<file path="config.mk">
export PLATFORM = sky130hd
export DESIGN_NAME = code128b_symbol_encoder_top_flat
export DESIGN_NICKNAME = d
export VERILOG_FILES = /design/src/rtl/core/cbe_pkg.sv /design/src/rtl/core/cbe_ifs.sv /design/src/rtl/core/cbe_front.sv /design/src/rtl/core/cbe_queue.sv /design/src/rtl/core/cbe_back.sv /design/src/rtl/core/code128b_symbol_encoder_top.sv /design/src/flat_wrapper.sv
export SDC_FILE = /design/constraint.sdc
export NUM_CORES = 1
export LEC_CHECK = 0
export BUFFER_PORTS_ARGS = -buffer_cell sky130_fd_sc_hd__buf_2
export CAP_MARGIN = 40
export CELL_PAD_IN_SITES_DETAIL_PLACEMENT = 1
export CELL_PAD_IN_SITES_GLOBAL_PLACEMENT = 1
export CORE_ASPECT_RATIO = 1.75
export CORE_UTILIZATION = 55
export CTS_BUF_LIST = sky130_fd_sc_hd__clkbuf_4
export CTS_CLUSTER_DIAMETER = 150
export DETAILED_ROUTE_END_ITERATION = 12
export PLACE_DENSITY_LB_ADDON = 0.12
export SETUP_SLACK_MARGIN = 0.5
export SYNTH_ARGS = -nofsm -noshare
export SYNTH_HDL_FRONTEND = slang
export SYNTH_SLANG_ARGS = --single-unit
export TNS_END_PERCENT = 30
</file>
<file path="constraint.sdc">
create_clock -name clk -period 13.4 [get_ports clk]
set_input_delay 1.34 -clock clk [delete_from_list [all_inputs] [get_ports clk]]
set_output_delay 1.34 -clock clk [all_outputs]
set_load 0.05 [all_outputs]
</file>
<file path="src/rtl/core/cbe_pkg.sv">
package cbe_pkg;

	localparam logic [6:0]  START_B_VALUE = 7'd104;
	localparam logic [6:0]  CHECK_MOD     = 7'd103;
	localparam logic [6:0]  SET_B_OFFSET  = 7'd32;
	localparam logic [7:0]  CHAR_MODULES  = 8'd11;
	localparam logic [7:0]  STOP_MODULES  = 8'd13;
	localparam logic [12:0] STOP_PATTERN  = 13'h18EB;
	localparam logic [7:0]  QUIET_RESET   = 8'd10;

	localparam logic [2:0] KIND_QUIET = 3'd0;
	localparam logic [2:0] KIND_START = 3'd1;
	localparam logic [2:0] KIND_DATA  = 3'd2;
	localparam logic [2:0] KIND_CSUM  = 3'd3;
	localparam logic [2:0] KIND_STOP  = 3'd4;

	// One classified character waiting for the segment sequencer.
	typedef struct packed {
		logic       first;
		logic       last;
		logic       bad;
		logic [6:0] value;
		logic [6:0] csum;
	} cbe_entry_t;

	typedef struct packed {
		logic       valid;
		cbe_entry_t entry;
	} cbe_slot_t;

	// Code 128 symbol patterns, 11 modules, most significant first.
	function automatic logic [10:0] cbe_pattern(input logic [6:0] v);
		logic [10:0] p;
		case (v)
			7'd0:   p = 11'h6CC; 7'd1:   p = 11'h66C; 7'd2:   p = 11'h666; 7'd3:   p = 11'h498;
			7'd4:   p = 11'h48C; 7'd5:   p = 11'h44C; 7'd6:   p = 11'h4C8; 7'd7:   p = 11'h4C4;
			7'd8:   p = 11'h464; 7'd9:   p = 11'h648; 7'd10:  p = 11'h644; 7'd11:  p = 11'h624;
			7'd12:  p = 11'h59C; 7'd13:  p = 11'h4DC; 7'd14:  p = 11'h4CE; 7'd15:  p = 11'h5CC;
			7'd16:  p = 11'h4EC; 7'd17:  p = 11'h4E6; 7'd18:  p = 11'h672; 7'd19:  p = 11'h65C;
			7'd20:  p = 11'h64E; 7'd21:  p = 11'h6E4; 7'd22:  p = 11'h674; 7'd23:  p = 11'h76E;
			7'd24:  p = 11'h74C; 7'd25:  p = 11'h72C; 7'd26:  p = 11'h726; 7'd27:  p = 11'h764;
			7'd28:  p = 11'h734; 7'd29:  p = 11'h732; 7'd30:  p = 11'h6D8; 7'd31:  p = 11'h6C6;
			7'd32:  p = 11'h636; 7'd33:  p = 11'h518; 7'd34:  p = 11'h458; 7'd35:  p = 11'h446;
			7'd36:  p = 11'h588; 7'd37:  p = 11'h468; 7'd38:  p = 11'h462; 7'd39:  p = 11'h688;
			7'd40:  p = 11'h628; 7'd41:  p = 11'h622; 7'd42:  p = 11'h5B8; 7'd43:  p = 11'h58E;
			7'd44:  p = 11'h46E; 7'd45:  p = 11'h5D8; 7'd46:  p = 11'h5C6; 7'd47:  p = 11'h476;
			7'd48:  p = 11'h776; 7'd49:  p = 11'h68E; 7'd50:  p = 11'h62E; 7'd51:  p = 11'h6E8;
			7'd52:  p = 11'h6E2; 7'd53:  p = 11'h6EE; 7'd54:  p = 11'h758; 7'd55:  p = 11'h746;
			7'd56:  p = 11'h716; 7'd57:  p = 11'h768; 7'd58:  p = 11'h762; 7'd59:  p = 11'h71A;
			7'd60:  p = 11'h77A; 7'd61:  p = 11'h642; 7'd62:  p = 11'h78A; 7'd63:  p = 11'h530;
			7'd64:  p = 11'h50C; 7'd65:  p = 11'h4B0; 7'd66:  p = 11'h486; 7'd67:  p = 11'h42C;
			7'd68:  p = 11'h426; 7'd69:  p = 11'h590; 7'd70:  p = 11'h584; 7'd71:  p = 11'h4D0;
			7'd72:  p = 11'h4C2; 7'd73:  p = 11'h434; 7'd74:  p = 11'h432; 7'd75:  p = 11'h612;
			7'd76:  p = 11'h650; 7'd77:  p = 11'h7BA; 7'd78:  p = 11'h614; 7'd79:  p = 11'h47A;
			7'd80:  p = 11'h53C; 7'd81:  p = 11'h4BC; 7'd82:  p = 11'h49E; 7'd83:  p = 11'h5E4;
			7'd84:  p = 11'h4F4; 7'd85:  p = 11'h4F2; 7'd86:  p = 11'h7A4; 7'd87:  p = 11'h794;
			7'd88:  p = 11'h792; 7'd89:  p = 11'h6DE; 7'd90:  p = 11'h6F6; 7'd91:  p = 11'h7B6;
			7'd92:  p = 11'h578; 7'd93:  p = 11'h51E; 7'd94:  p = 11'h45E; 7'd95:  p = 11'h5E8;
			7'd96:  p = 11'h5E2; 7'd97:  p = 11'h7A8; 7'd98:  p = 11'h7A2; 7'd99:  p = 11'h5DE;
			7'd100: p = 11'h5EE; 7'd101: p = 11'h75E; 7'd102: p = 11'h7AE; 7'd103: p = 11'h684;
			7'd104: p = 11'h690; 7'd105: p = 11'h69C;
			default: p = 11'h000;
		endcase
		return p;
	endfunction

endpackage

</file>
<file path="src/rtl/core/cbe_ifs.sv">
interface cbe_char_if;
	logic       valid;
	logic       ready;
	logic [6:0] char_code;
	logic       is_last;
	modport source (output valid, output char_code, output is_last, input ready);
	modport sink   (input valid, input char_code, input is_last, output ready);
endinterface

interface cbe_seg_if;
	logic        valid;
	logic        ready;
	logic [2:0]  segment_kind;
	logic [12:0] module_pattern;
	logic [7:0]  module_count;
	logic        bad_char;
	logic        run_end;
	modport source (output valid, output segment_kind, output module_pattern,
		output module_count, output bad_char, output run_end, input ready);
	modport sink   (input valid, input segment_kind, input module_pattern,
		input module_count, input bad_char, input run_end, output ready);
endinterface

interface cbe_cfg_if;
	logic       valid;
	logic       ready;
	logic [7:0] quiet_zone_modules;
	modport source (output valid, output quiet_zone_modules, input ready);
	modport sink   (input valid, input quiet_zone_modules, output ready);
endinterface

</file>
<file path="src/rtl/core/cbe_front.sv">
module cbe_front (
	input  logic            clk,
	input  logic            arst_n,
	cbe_char_if.sink        msg_in,
	input  logic            full,
	output cbe_pkg::cbe_slot_t push
);

	logic        vld_s1;
	logic        first_s1;
	logic        last_s1;
	logic        bad_s1;
	logic [6:0]  value_s1;
	logic [13:0] prod_s1;

	logic        in_msg_q;
	logic [6:0]  pos_q;
	logic [6:0]  acc_q;

	logic        accept;
	logic        push_ok;
	logic        bad;
	logic [6:0]  value;
	logic [6:0]  acc_new;

	// Fold a sum below 9856 to its residue mod 103 (128 = 25 mod 103).
	function automatic logic [6:0] mod103(input logic [13:0] x);
		logic [10:0] y;
		logic [8:0]  z;
		logic [7:0]  w;
		y = 11'(x[13:7]) * 11'd25 + 11'(x[6:0]);
		z = 9'(y[10:7]) * 9'd25 + 9'(y[6:0]);
		w = 8'(z[8:7]) * 8'd25 + 8'(z[6:0]);
		if (w >= 8'(cbe_pkg::CHECK_MOD)) begin
			w = w - 8'(cbe_pkg::CHECK_MOD);
		end
		return w[6:0];
	endfunction

	assign push_ok      = vld_s1 && !full;
	assign msg_in.ready = !vld_s1 || !full;
	assign accept       = msg_in.valid && msg_in.ready;

	// Codes below the set B range encode as space.
	assign bad   = (msg_in.char_code < cbe_pkg::SET_B_OFFSET);
	assign value = bad ? 7'd0 : (msg_in.char_code - cbe_pkg::SET_B_OFFSET);

	assign acc_new = mod103(14'(acc_q) + prod_s1);

	assign push.valid       = vld_s1;
	assign push.entry.first = first_s1;
	assign push.entry.last  = last_s1;
	assign push.entry.bad   = bad_s1;
	assign push.entry.value = value_s1;
	assign push.entry.csum  = acc_new;

	always_ff @(posedge clk or negedge arst_n) begin
		if (!arst_n) begin
			vld_s1   <= 1'b0;
			in_msg_q <= 1'b0;
			pos_q    <= 7'd1;
			acc_q    <= 7'd1;
		end else begin
			if (accept) begin
				vld_s1   <= 1'b1;
				in_msg_q <= !msg_in.is_last;
				if (msg_in.is_last) begin
					pos_q <= 7'd1;
				end else if (pos_q == cbe_pkg::CHECK_MOD - 7'd1) begin
					pos_q <= 7'd0;
				end else begin
					pos_q <= pos_q + 7'd1;
				end
			end else if (push_ok) begin
				vld_s1 <= 1'b0;
			end
			if (push_ok) begin
				acc_q <= last_s1 ? 7'd1 : acc_new;
			end
		end
	end

	always_ff @(posedge clk) begin
		if (accept) begin
			first_s1 <= !in_msg_q;
			last_s1  <= msg_in.is_last;
			bad_s1   <= bad;
			value_s1 <= value;
			prod_s1  <= 14'(value) * 14'(pos_q);
		end
	end

endmodule

</file>
<file path="src/rtl/core/cbe_queue.sv">
module cbe_queue #(
	parameter int DEPTH = 4
) (
	input  logic               clk,
	input  logic               arst_n,
	input  cbe_pkg::cbe_slot_t push,
	output logic               full,
	output cbe_pkg::cbe_slot_t head,
	input  logic               pop
);

	localparam int PW = (DEPTH > 1) ? $clog2(DEPTH) : 1;
	localparam int CW = $clog2(DEPTH + 1);

	cbe_pkg::cbe_entry_t slot_q [DEPTH];
	logic [PW-1:0] wr_q;
	logic [PW-1:0] rd_q;
	logic [CW-1:0] cnt_q;
	logic          do_push;
	logic          do_pop;

	assign full       = (cnt_q == CW'(DEPTH));
	assign head.valid = (cnt_q != '0);
	assign head.entry = slot_q[rd_q];
	assign do_push    = push.valid && !full;
	assign do_pop     = pop && head.valid;

	always_ff @(posedge clk or negedge arst_n) begin
		if (!arst_n) begin
			wr_q  <= '0;
			rd_q  <= '0;
			cnt_q <= '0;
		end else begin
			if (do_push) begin
				wr_q <= (wr_q == PW'(DEPTH - 1)) ? '0 : wr_q + PW'(1);
			end
			if (do_pop) begin
				rd_q <= (rd_q == PW'(DEPTH - 1)) ? '0 : rd_q + PW'(1);
			end
			if (do_push && !do_pop) begin
				cnt_q <= cnt_q + CW'(1);
			end else if (do_pop && !do_push) begin
				cnt_q <= cnt_q - CW'(1);
			end
		end
	end

	always_ff @(posedge clk) begin
		if (do_push) begin
			slot_q[wr_q] <= push.entry;
		end
	end

endmodule

</file>
<file path="src/rtl/core/cbe_back.sv">
module cbe_back (
	input  logic               clk,
	input  logic               arst_n,
	input  logic [7:0]         quiet_zone_modules,
	input  cbe_pkg::cbe_slot_t head,
	output logic               pop,
	cbe_seg_if.source          seg_out
);

	localparam logic [2:0] ST_LEAD  = 3'd0;
	localparam logic [2:0] ST_START = 3'd1;
	localparam logic [2:0] ST_DATA  = 3'd2;
	localparam logic [2:0] ST_CSUM  = 3'd3;
	localparam logic [2:0] ST_STOP  = 3'd4;
	localparam logic [2:0] ST_TRAIL = 3'd5;

	logic                busy_q;
	logic [2:0]          step_q;
	cbe_pkg::cbe_entry_t cur_q;

	logic        out_vld_q;
	logic [2:0]  kind_q;
	logic [12:0] pat_q;
	logic [7:0]  count_q;
	logic        bad_q;
	logic        end_q;

	logic        adv;
	logic        seg_final;
	logic [2:0]  step_nxt;
	logic [2:0]  kind;
	logic [6:0]  idx;
	logic [12:0] pat;
	logic [7:0]  count;
	logic        bad;

	assign adv = busy_q && (!out_vld_q || seg_out.ready);
	assign pop = head.valid && (!busy_q || (adv && seg_final));

	always_comb begin
		kind      = cbe_pkg::KIND_QUIET;
		idx       = cur_q.value;
		count     = cbe_pkg::CHAR_MODULES;
		bad       = 1'b0;
		seg_final = 1'b0;
		step_nxt  = ST_LEAD;
		case (step_q)
			ST_LEAD: begin
				count    = quiet_zone_modules;
				step_nxt = ST_START;
			end
			ST_START: begin
				kind     = cbe_pkg::KIND_START;
				idx      = cbe_pkg::START_B_VALUE;
				step_nxt = ST_DATA;
			end
			ST_DATA: begin
				kind      = cbe_pkg::KIND_DATA;
				bad       = cur_q.bad;
				seg_final = !cur_q.last;
				step_nxt  = ST_CSUM;
			end
			ST_CSUM: begin
				kind     = cbe_pkg::KIND_CSUM;
				idx      = cur_q.csum;
				step_nxt = ST_STOP;
			end
			ST_STOP: begin
				kind     = cbe_pkg::KIND_STOP;
				count    = cbe_pkg::STOP_MODULES;
				step_nxt = ST_TRAIL;
			end
			ST_TRAIL: begin
				count     = quiet_zone_modules;
				seg_final = 1'b1;
			end
			default: begin
				seg_final = 1'b1;
			end
		endcase
		if (kind == cbe_pkg::KIND_QUIET) begin
			pat = '0;
		end else if (kind == cbe_pkg::KIND_STOP) begin
			pat = cbe_pkg::STOP_PATTERN;
		end else begin
			pat = 13'(cbe_pkg::cbe_pattern(idx));
		end
	end

	always_ff @(posedge clk or negedge arst_n) begin
		if (!arst_n) begin
			busy_q    <= 1'b0;
			step_q    <= ST_LEAD;
			out_vld_q <= 1'b0;
		end else begin
			if (pop) begin
				busy_q <= 1'b1;
				step_q <= head.entry.first ? ST_LEAD : ST_DATA;
			end else if (adv && seg_final) begin
				busy_q <= 1'b0;
			end else if (adv) begin
				step_q <= step_nxt;
			end
			if (adv) begin
				out_vld_q <= 1'b1;
			end else if (seg_out.ready) begin
				out_vld_q <= 1'b0;
			end
		end
	end

	always_ff @(posedge clk) begin
		if (pop) begin
			cur_q <= head.entry;
		end
		if (adv) begin
			kind_q  <= kind;
			pat_q   <= pat;
			count_q <= count;
			bad_q   <= bad;
			end_q   <= seg_final;
		end
	end

	assign seg_out.valid          = out_vld_q;
	assign seg_out.segment_kind   = kind_q;
	assign seg_out.module_pattern = pat_q;
	assign seg_out.module_count   = count_q;
	assign seg_out.bad_char       = bad_q;
	assign seg_out.run_end        = end_q;

endmodule

</file>
<file path="src/rtl/core/code128b_symbol_encoder_top.sv">
// Path: front register, queue, back character register, segment output register.
// Throughput: the input takes one character per cycle until the queue fills; the segment
// sequencer emits one segment per cycle while the receiver is ready; a character makes
// one segment mid-message, three as the first, four as the last and six as a one-character
// message. Reset (arst_n low, asynchronous): queue empty, no symbol open, checksum 1,
// position 1, quiet zone 10 modules.
module code128b_symbol_encoder_top #(
	parameter int QUEUE_DEPTH = 4
) (
	input  logic      clk,
	input  logic      arst_n,
	cbe_char_if.sink  msg_in,
	cbe_cfg_if.sink   cfg,
	cbe_seg_if.source seg_out
);

	// Quiet zone length; user rule: written only while the block is idle, not enforced.
	logic [7:0] quiet_q;

	// Front to queue: one classified character with its running checksum.
	cbe_pkg::cbe_slot_t push;
	// Queue to back: the oldest waiting character.
	cbe_pkg::cbe_slot_t head;
	logic               full;
	logic               pop;

	assign cfg.ready = 1'b1;

	always_ff @(posedge clk or negedge arst_n) begin
		if (!arst_n) begin
			quiet_q <= cbe_pkg::QUIET_RESET;
		end else if (cfg.valid) begin
			quiet_q <= cfg.quiet_zone_modules;
		end
	end

	// Front: classify the character, track message start and position,
	// advance the weighted checksum (multiply in one stage, fold mod 103 on push).
	cbe_front u_front (
		.clk    (clk),
		.arst_n (arst_n),
		.msg_in (msg_in),
		.full   (full),
		.push   (push)
	);

	// Short queue: lets the front keep taking characters while the back is
	// still spelling out start, checksum, stop and quiet zones.
	cbe_queue #(
		.DEPTH (QUEUE_DEPTH)
	) u_queue (
		.clk    (clk),
		.arst_n (arst_n),
		.push   (push),
		.full   (full),
		.head   (head),
		.pop    (pop)
	);

	// Back: walk the segments of each character into the output register.
	cbe_back u_back (
		.clk                (clk),
		.arst_n             (arst_n),
		.quiet_zone_modules (quiet_q),
		.head               (head),
		.pop                (pop),
		.seg_out            (seg_out)
	);

endmodule

</file>
<file path="src/flat_wrapper.sv">
// flat-port wrapper written by rule: the top's interface ports become plain ports
module code128b_symbol_encoder_top_flat 
#(
	parameter int QUEUE_DEPTH = 4
)
  (clk, arst_n, msg_in_valid, msg_in_char_code, msg_in_is_last, msg_in_ready, cfg_valid, cfg_quiet_zone_modules, cfg_ready, seg_out_valid, seg_out_segment_kind, seg_out_module_pattern, seg_out_module_count, seg_out_bad_char, seg_out_run_end, seg_out_ready);
  cbe_char_if msg_in_i ();
  cbe_cfg_if cfg_i ();
  cbe_seg_if seg_out_i ();
  input  logic clk;
  input  logic arst_n;
  input wire logic [$bits(msg_in_i.valid)-1:0] msg_in_valid;
  input wire logic [$bits(msg_in_i.char_code)-1:0] msg_in_char_code;
  input wire logic [$bits(msg_in_i.is_last)-1:0] msg_in_is_last;
  output wire logic [$bits(msg_in_i.ready)-1:0] msg_in_ready;
  input wire logic [$bits(cfg_i.valid)-1:0] cfg_valid;
  input wire logic [$bits(cfg_i.quiet_zone_modules)-1:0] cfg_quiet_zone_modules;
  output wire logic [$bits(cfg_i.ready)-1:0] cfg_ready;
  output wire logic [$bits(seg_out_i.valid)-1:0] seg_out_valid;
  output wire logic [$bits(seg_out_i.segment_kind)-1:0] seg_out_segment_kind;
  output wire logic [$bits(seg_out_i.module_pattern)-1:0] seg_out_module_pattern;
  output wire logic [$bits(seg_out_i.module_count)-1:0] seg_out_module_count;
  output wire logic [$bits(seg_out_i.bad_char)-1:0] seg_out_bad_char;
  output wire logic [$bits(seg_out_i.run_end)-1:0] seg_out_run_end;
  input wire logic [$bits(seg_out_i.ready)-1:0] seg_out_ready;
  assign msg_in_i.valid = msg_in_valid;
  assign msg_in_i.char_code = msg_in_char_code;
  assign msg_in_i.is_last = msg_in_is_last;
  assign msg_in_ready = msg_in_i.ready;
  assign cfg_i.valid = cfg_valid;
  assign cfg_i.quiet_zone_modules = cfg_quiet_zone_modules;
  assign cfg_ready = cfg_i.ready;
  assign seg_out_valid = seg_out_i.valid;
  assign seg_out_segment_kind = seg_out_i.segment_kind;
  assign seg_out_module_pattern = seg_out_i.module_pattern;
  assign seg_out_module_count = seg_out_i.module_count;
  assign seg_out_bad_char = seg_out_i.bad_char;
  assign seg_out_run_end = seg_out_i.run_end;
  assign seg_out_i.ready = seg_out_ready;
  code128b_symbol_encoder_top #(.QUEUE_DEPTH(QUEUE_DEPTH)) u_core (.clk(clk), .arst_n(arst_n), .msg_in(msg_in_i), .cfg(cfg_i), .seg_out(seg_out_i));
endmodule
</file>
==> run summary <==
OUTCOME
----------------------------------------------------------------------------------
Result of the run ...................................................    completed

YOSYS
----------------------------------------------------------------------------------
Synthesized flop and latch total ....................................          168
Share of synthesized flip-flops with an asynchronous set or reset ...        0.214
Flip-flop cell with the highest count after synthesis ............... sky130_fd_sc_hd__edfxtp_1
Share of synthesized area occupied by flip-flops and latches ........        0.396
Unique cell type count in the Yosys netlist .........................           93
Yosys warns .........................................................            0
Synth Cell Area .....................................................    12300 um2
Number of instances in the synthesized netlist ......................         1124
Number of flops mapped to enable cells by yosys .....................          132
Net Count, Synth ....................................................         1299
Avg Cell Area, Syn ..................................................     10.9 um2

CTS
----------------------------------------------------------------------------------
Register clock-pin slew on the reported worst setup and hold paths ..      0.15 ns
Bufs on Longest Clock Path ..........................................            2
Max H-tree Level ....................................................            4
CTS sink cnt ........................................................          168
Number of buffers added by the clock tree synthesis step ............           17
Clock Latency Late Sink .............................................      0.59 ns
CTS Root Buffer Type ................................................ sky130_fd_sc_hd__clkbuf_4
# resized after CTS .................................................            0
Clock tree from TritonCTS ...........................................        built
Number of buffers inserted by post-CTS setup repair .................            0
Number of hold buffers added after cts ..............................            0

STA
----------------------------------------------------------------------------------
Max-slew violation total from the final report ......................            0
Setup violation total in the final timing report ....................            0
Final setup skew ....................................................    0.0232 ns
Slack of the critical path ..........................................      3.21 ns
Final period utilization ............................................        0.760
Maximum achievable frequency ........................................     98.2 MHz
Sum of negative setup slack .........................................         0 ns
Worst relative slew slack ...........................................        0.400
Final critical-path required period .................................     10.19 ns
Slew at the pin closest to its max-slew limit .......................     0.894 ns
RSZ-0062 raised after global routing ................................        false
Number of hold violations in the final report .......................            0

DIE
----------------------------------------------------------------------------------
Area enclosed by the die boundary ...................................    23000 um2
Core area ...........................................................    22000 um2
Count of pins on the block boundary .................................           50
Cell Rows ...........................................................           72
Starting Density ....................................................        0.559
Die Y ...............................................................       200 um
Width of the chip ...................................................       115 um

PLACED DESIGN
----------------------------------------------------------------------------------
Final HPWL from detailed placement ..................................      25.3 mm
Routability Congestion ..............................................        0.949
Number of buffers inserted by port buffering ........................           48
Worst setup slack before clock tree synthesis .......................      3.28 ns
Inst Count DP .......................................................         1418

GLOBAL ROUTING
----------------------------------------------------------------------------------
First-pass GRT wire length ..........................................      51.9 mm
Total grt overflow ..................................................            0
Largest net degree at the start of global routing ...................           44
Number of global-route vias before repair ...........................         9681
Antenna violations before repair ....................................            2
Overall Global Routing Usage ........................................        0.306

WORST SETUP PATH
----------------------------------------------------------------------------------
Cell depth of the worst flop-to-flop path ...........................           35
CP arrival ..........................................................     10.72 ns
Kind of end point of the critical path ..............................    flip-flop
Most common cell on crit path ....................................... sky130_fd_sc_hd__ha_1
Setup slack on the worst flop-to-flop path ..........................      3.21 ns
Critical path class ................................................. flip-flop to flip-flop
Stages on the worst setup path ......................................           35
Startpoint of the lowest-slack register-to-register path ............ u_core.u_front.prod_s1[0]
Critical path buffers and inverters .................................            4
CP startpoint ....................................................... u_core.u_front.prod_s1[0]
Crit path max-delay family ..........................................  adder cells
CP max stage delay ..................................................      0.54 ns
Reg2Reg Capture Point ............................................... u_core.u_front.acc_q[0]
Data required, critical path ........................................     13.93 ns
Master of the slowest instance on the critical path ................. sky130_fd_sc_hd__fa_1
Crit Path Max Fanout ................................................            5
Critical Path Start Type ............................................    flip-flop
Critical Path End ................................................... u_core.u_front.acc_q[0]

CELLS AND AREA
----------------------------------------------------------------------------------
Share of final-layout standard cells stronger than drive strength 1 .        0.135
Register Area .......................................................     4870 um2
# nets final ........................................................         1318
Post-synthesis to final-layout area growth ..........................        6.09%
Filler cell count ...................................................         2455
Cell Count, Final, Fillers Out ......................................         1453
Area taken by multi-input logic gates ...............................     6730 um2
Final core utilization ..............................................        0.593

DRT
----------------------------------------------------------------------------------
Sum of routed wire length over all layers ...........................      33.3 mm
Drt initial violations ..............................................          599
Via-to-Cell Ratio ...................................................         6.22
Remaining DRCs ......................................................            0
Detailed-route via count ............................................         9039
WL per Instance .....................................................      22.9 um
Number of detailed-routing iterations run before antenna repair .....            5
Routed Antenna Nets .................................................            0

FLOW RUN
----------------------------------------------------------------------------------
Max_cap viols .......................................................            0

MIN PATH
----------------------------------------------------------------------------------
Path category of the worst min-delay check .......................... flip-flop to flip-flop

registers in the layout, summed over array words and instances, names as in the netlist, 2 cells and up:
name / cells
u_core.u_back.cur_q: 16
u_core.u_queue.rd_q: 2
u_core.u_front.acc_q: 7
u_core.u_back.seg_out.module_pattern: 11
u_core.u_front.pos_q: 7
u_core.u_queue.cnt_q: 3
u_core.u_front.value_s1: 7
u_core.u_back.seg_out.segment_kind: 3
u_core.u_back.seg_out.module_count: 8
u_core.u_back.step_q: 3
u_core.u_front.prod_s1: 14
u_core.u_queue.slot_q: 68
u_core.u_queue.wr_q: 2
u_core.quiet_q: 8
layout make-up:
type,instances,area share
timing repair buffer,65,0.0326
inverter,93,0.0271
antenna,1,0.000192
clock inverter,15,0.0121
sequential,168,0.374
tap,296,0.0284
clock buffer,17,0.00979
multi-input combinational,798,0.516
kinds of logic (layout without fill, tap and decap cells):
kind of cell,after synthesis,in the layout,synth area share
AO/OA/AOI/OAI,235,235,0.139
XOR/XNOR,56,56,0.0410
adder cells (fa/ha/maj),154,154,0.179
buffers and inverters,158,190,0.0568
flip-flops,168,168,0.396
multiplexers,54,54,0.0638
other,1,2,0.000305
AND/OR/NAND/NOR,298,298,0.123
worst reg2reg max path: cells and delay by family (launching register included):
family	cells	cell delay, ns
compound gates	14	3.82
flops	1	0.40
buf+inv	4	0.18
simple gates	3	0.52
fa+ha+maj	11	4.19
xor+xnor	3	1.02
Yosys cell counts (6+ instances only):
| cell | instances | share of area |
|---|---|---|
| sky130_fd_sc_hd__a21oi_1 | 35 | 0.014 |
| sky130_fd_sc_hd__o31ai_1 | 7 | 0.0043 |
| sky130_fd_sc_hd__inv_1 | 87 | 0.027 |
| sky130_fd_sc_hd__nand2b_1 | 10 | 0.0051 |
| sky130_fd_sc_hd__nand2_1 | 92 | 0.028 |
| sky130_fd_sc_hd__o221ai_1 | 6 | 0.0043 |
| sky130_fd_sc_hd__fa_1 | 37 | 0.060 |
| sky130_fd_sc_hd__nor2b_1 | 18 | 0.0092 |
| sky130_fd_sc_hd__mux4_2 | 17 | 0.031 |
| sky130_fd_sc_hd__a31oi_1 | 8 | 0.0041 |
| sky130_fd_sc_hd__o21ai_0 | 43 | 0.018 |
| sky130_fd_sc_hd__nor2_1 | 56 | 0.017 |
| sky130_fd_sc_hd__mux2i_1 | 21 | 0.017 |
| sky130_fd_sc_hd__a21o_1 | 12 | 0.0073 |
| sky130_fd_sc_hd__ha_1 | 117 | 0.12 |
| sky130_fd_sc_hd__o211ai_1 | 7 | 0.0043 |
| sky130_fd_sc_hd__edfxtp_1 | 132 | 0.32 |
| sky130_fd_sc_hd__a221oi_1 | 6 | 0.0043 |
| sky130_fd_sc_hd__buf_6 | 6 | 0.0055 |
| sky130_fd_sc_hd__a211oi_1 | 19 | 0.012 |
| sky130_fd_sc_hd__xor2_1 | 23 | 0.016 |
| sky130_fd_sc_hd__nor3_1 | 26 | 0.011 |
| sky130_fd_sc_hd__nand3_1 | 14 | 0.0057 |
| sky130_fd_sc_hd__clkbuf_1 | 31 | 0.0095 |
| sky130_fd_sc_hd__and3_1 | 14 | 0.0071 |
| sky130_fd_sc_hd__and2_1 | 30 | 0.015 |
| sky130_fd_sc_hd__mux2_2 | 12 | 0.011 |
| sky130_fd_sc_hd__buf_2 | 18 | 0.0073 |
| sky130_fd_sc_hd__nor3b_1 | 6 | 0.0037 |
| sky130_fd_sc_hd__buf_4 | 9 | 0.0055 |
| sky130_fd_sc_hd__xnor2_1 | 32 | 0.023 |
| sky130_fd_sc_hd__dfrtp_1 | 32 | 0.065 |
placed cells by master, fill, tap and decap left out, types with 5 or more instances in the layout:
master,Yosys,routed
sky130_fd_sc_hd__edfxtp_1,132,132
sky130_fd_sc_hd__ha_1,117,117
sky130_fd_sc_hd__nand2_1,92,92
sky130_fd_sc_hd__inv_1,87,87
sky130_fd_sc_hd__nor2_1,56,56
sky130_fd_sc_hd__buf_2,18,50
sky130_fd_sc_hd__o21ai_0,43,43
sky130_fd_sc_hd__fa_1,37,37
sky130_fd_sc_hd__a21oi_1,35,35
sky130_fd_sc_hd__xnor2_1,32,32
sky130_fd_sc_hd__dfrtp_1,32,32
sky130_fd_sc_hd__and2_1,30,30
sky130_fd_sc_hd__nor3_1,26,26
sky130_fd_sc_hd__xor2_1,23,23
sky130_fd_sc_hd__mux2i_1,21,21
sky130_fd_sc_hd__a211oi_1,19,19
sky130_fd_sc_hd__nor2b_1,18,17
sky130_fd_sc_hd__mux4_2,17,17
sky130_fd_sc_hd__clkbuf_4,0,17
sky130_fd_sc_hd__and3_1,14,14
sky130_fd_sc_hd__nand3_1,14,14
sky130_fd_sc_hd__a21o_1,12,12
sky130_fd_sc_hd__mux2_2,12,12
sky130_fd_sc_hd__nand2b_1,10,10
sky130_fd_sc_hd__buf_4,9,9
sky130_fd_sc_hd__a31oi_1,8,8
sky130_fd_sc_hd__o31ai_1,7,7
sky130_fd_sc_hd__o211ai_1,7,7
sky130_fd_sc_hd__nor3b_1,6,6
sky130_fd_sc_hd__o221ai_1,6,6
sky130_fd_sc_hd__a221oi_1,6,6
sky130_fd_sc_hd__o21a_1,5,5
sky130_fd_sc_hd__o21bai_1,5,5
sky130_fd_sc_hd__or3_1,5,5
sky130_fd_sc_hd__nand3b_1,5,5
sky130_fd_sc_hd__o311a_1,5,5
sky130_fd_sc_hd__a22o_1,5,5
sky130_fd_sc_hd__nor4_1,5,5
through the flow:
step                      instance area [um2]  hold WS (ns)
after floorplan                         12300         0.447
after global placement                  12600         0.462
after detailed placement                12700         0.490
after CTS                               13000         0.518
after global routing                    13000         0.517
final                                   13000         0.514
worst min-delay path by stage:
stage                                  from                       to  slack [ns]  depth (start not counted)
finish                    u_core.quiet_q[0]        u_core.quiet_q[0]        0.51                          1
floorplan           u_core.u_front.acc_q[2]  u_core.u_front.acc_q[2]        0.45                          2
global placement    u_core.u_front.in_msg_q  u_core.u_front.in_msg_q        0.46                          2
CTS                                  arst_n   u_core.u_queue.rd_q[1]        0.52                          1
detailed placement        u_core.quiet_q[0]        u_core.quiet_q[0]        0.49                          1
global route                         arst_n   u_core.u_queue.rd_q[1]        0.52                          1
routing by layer:
layer  vias to the layer above  global-route usage  part of all wire
li1                       4143                   -                 -
met1                      4559               0.294              0.34
met2                       217               0.588              0.57
met3                       118              0.0519             0.036
met4                         2               0.199             0.062
met5                         -                   0           0.00039
Power is left out: the tool's default activity adds up to more than one toggle a clock period on the data nets, which glitch-free logic cannot reach.
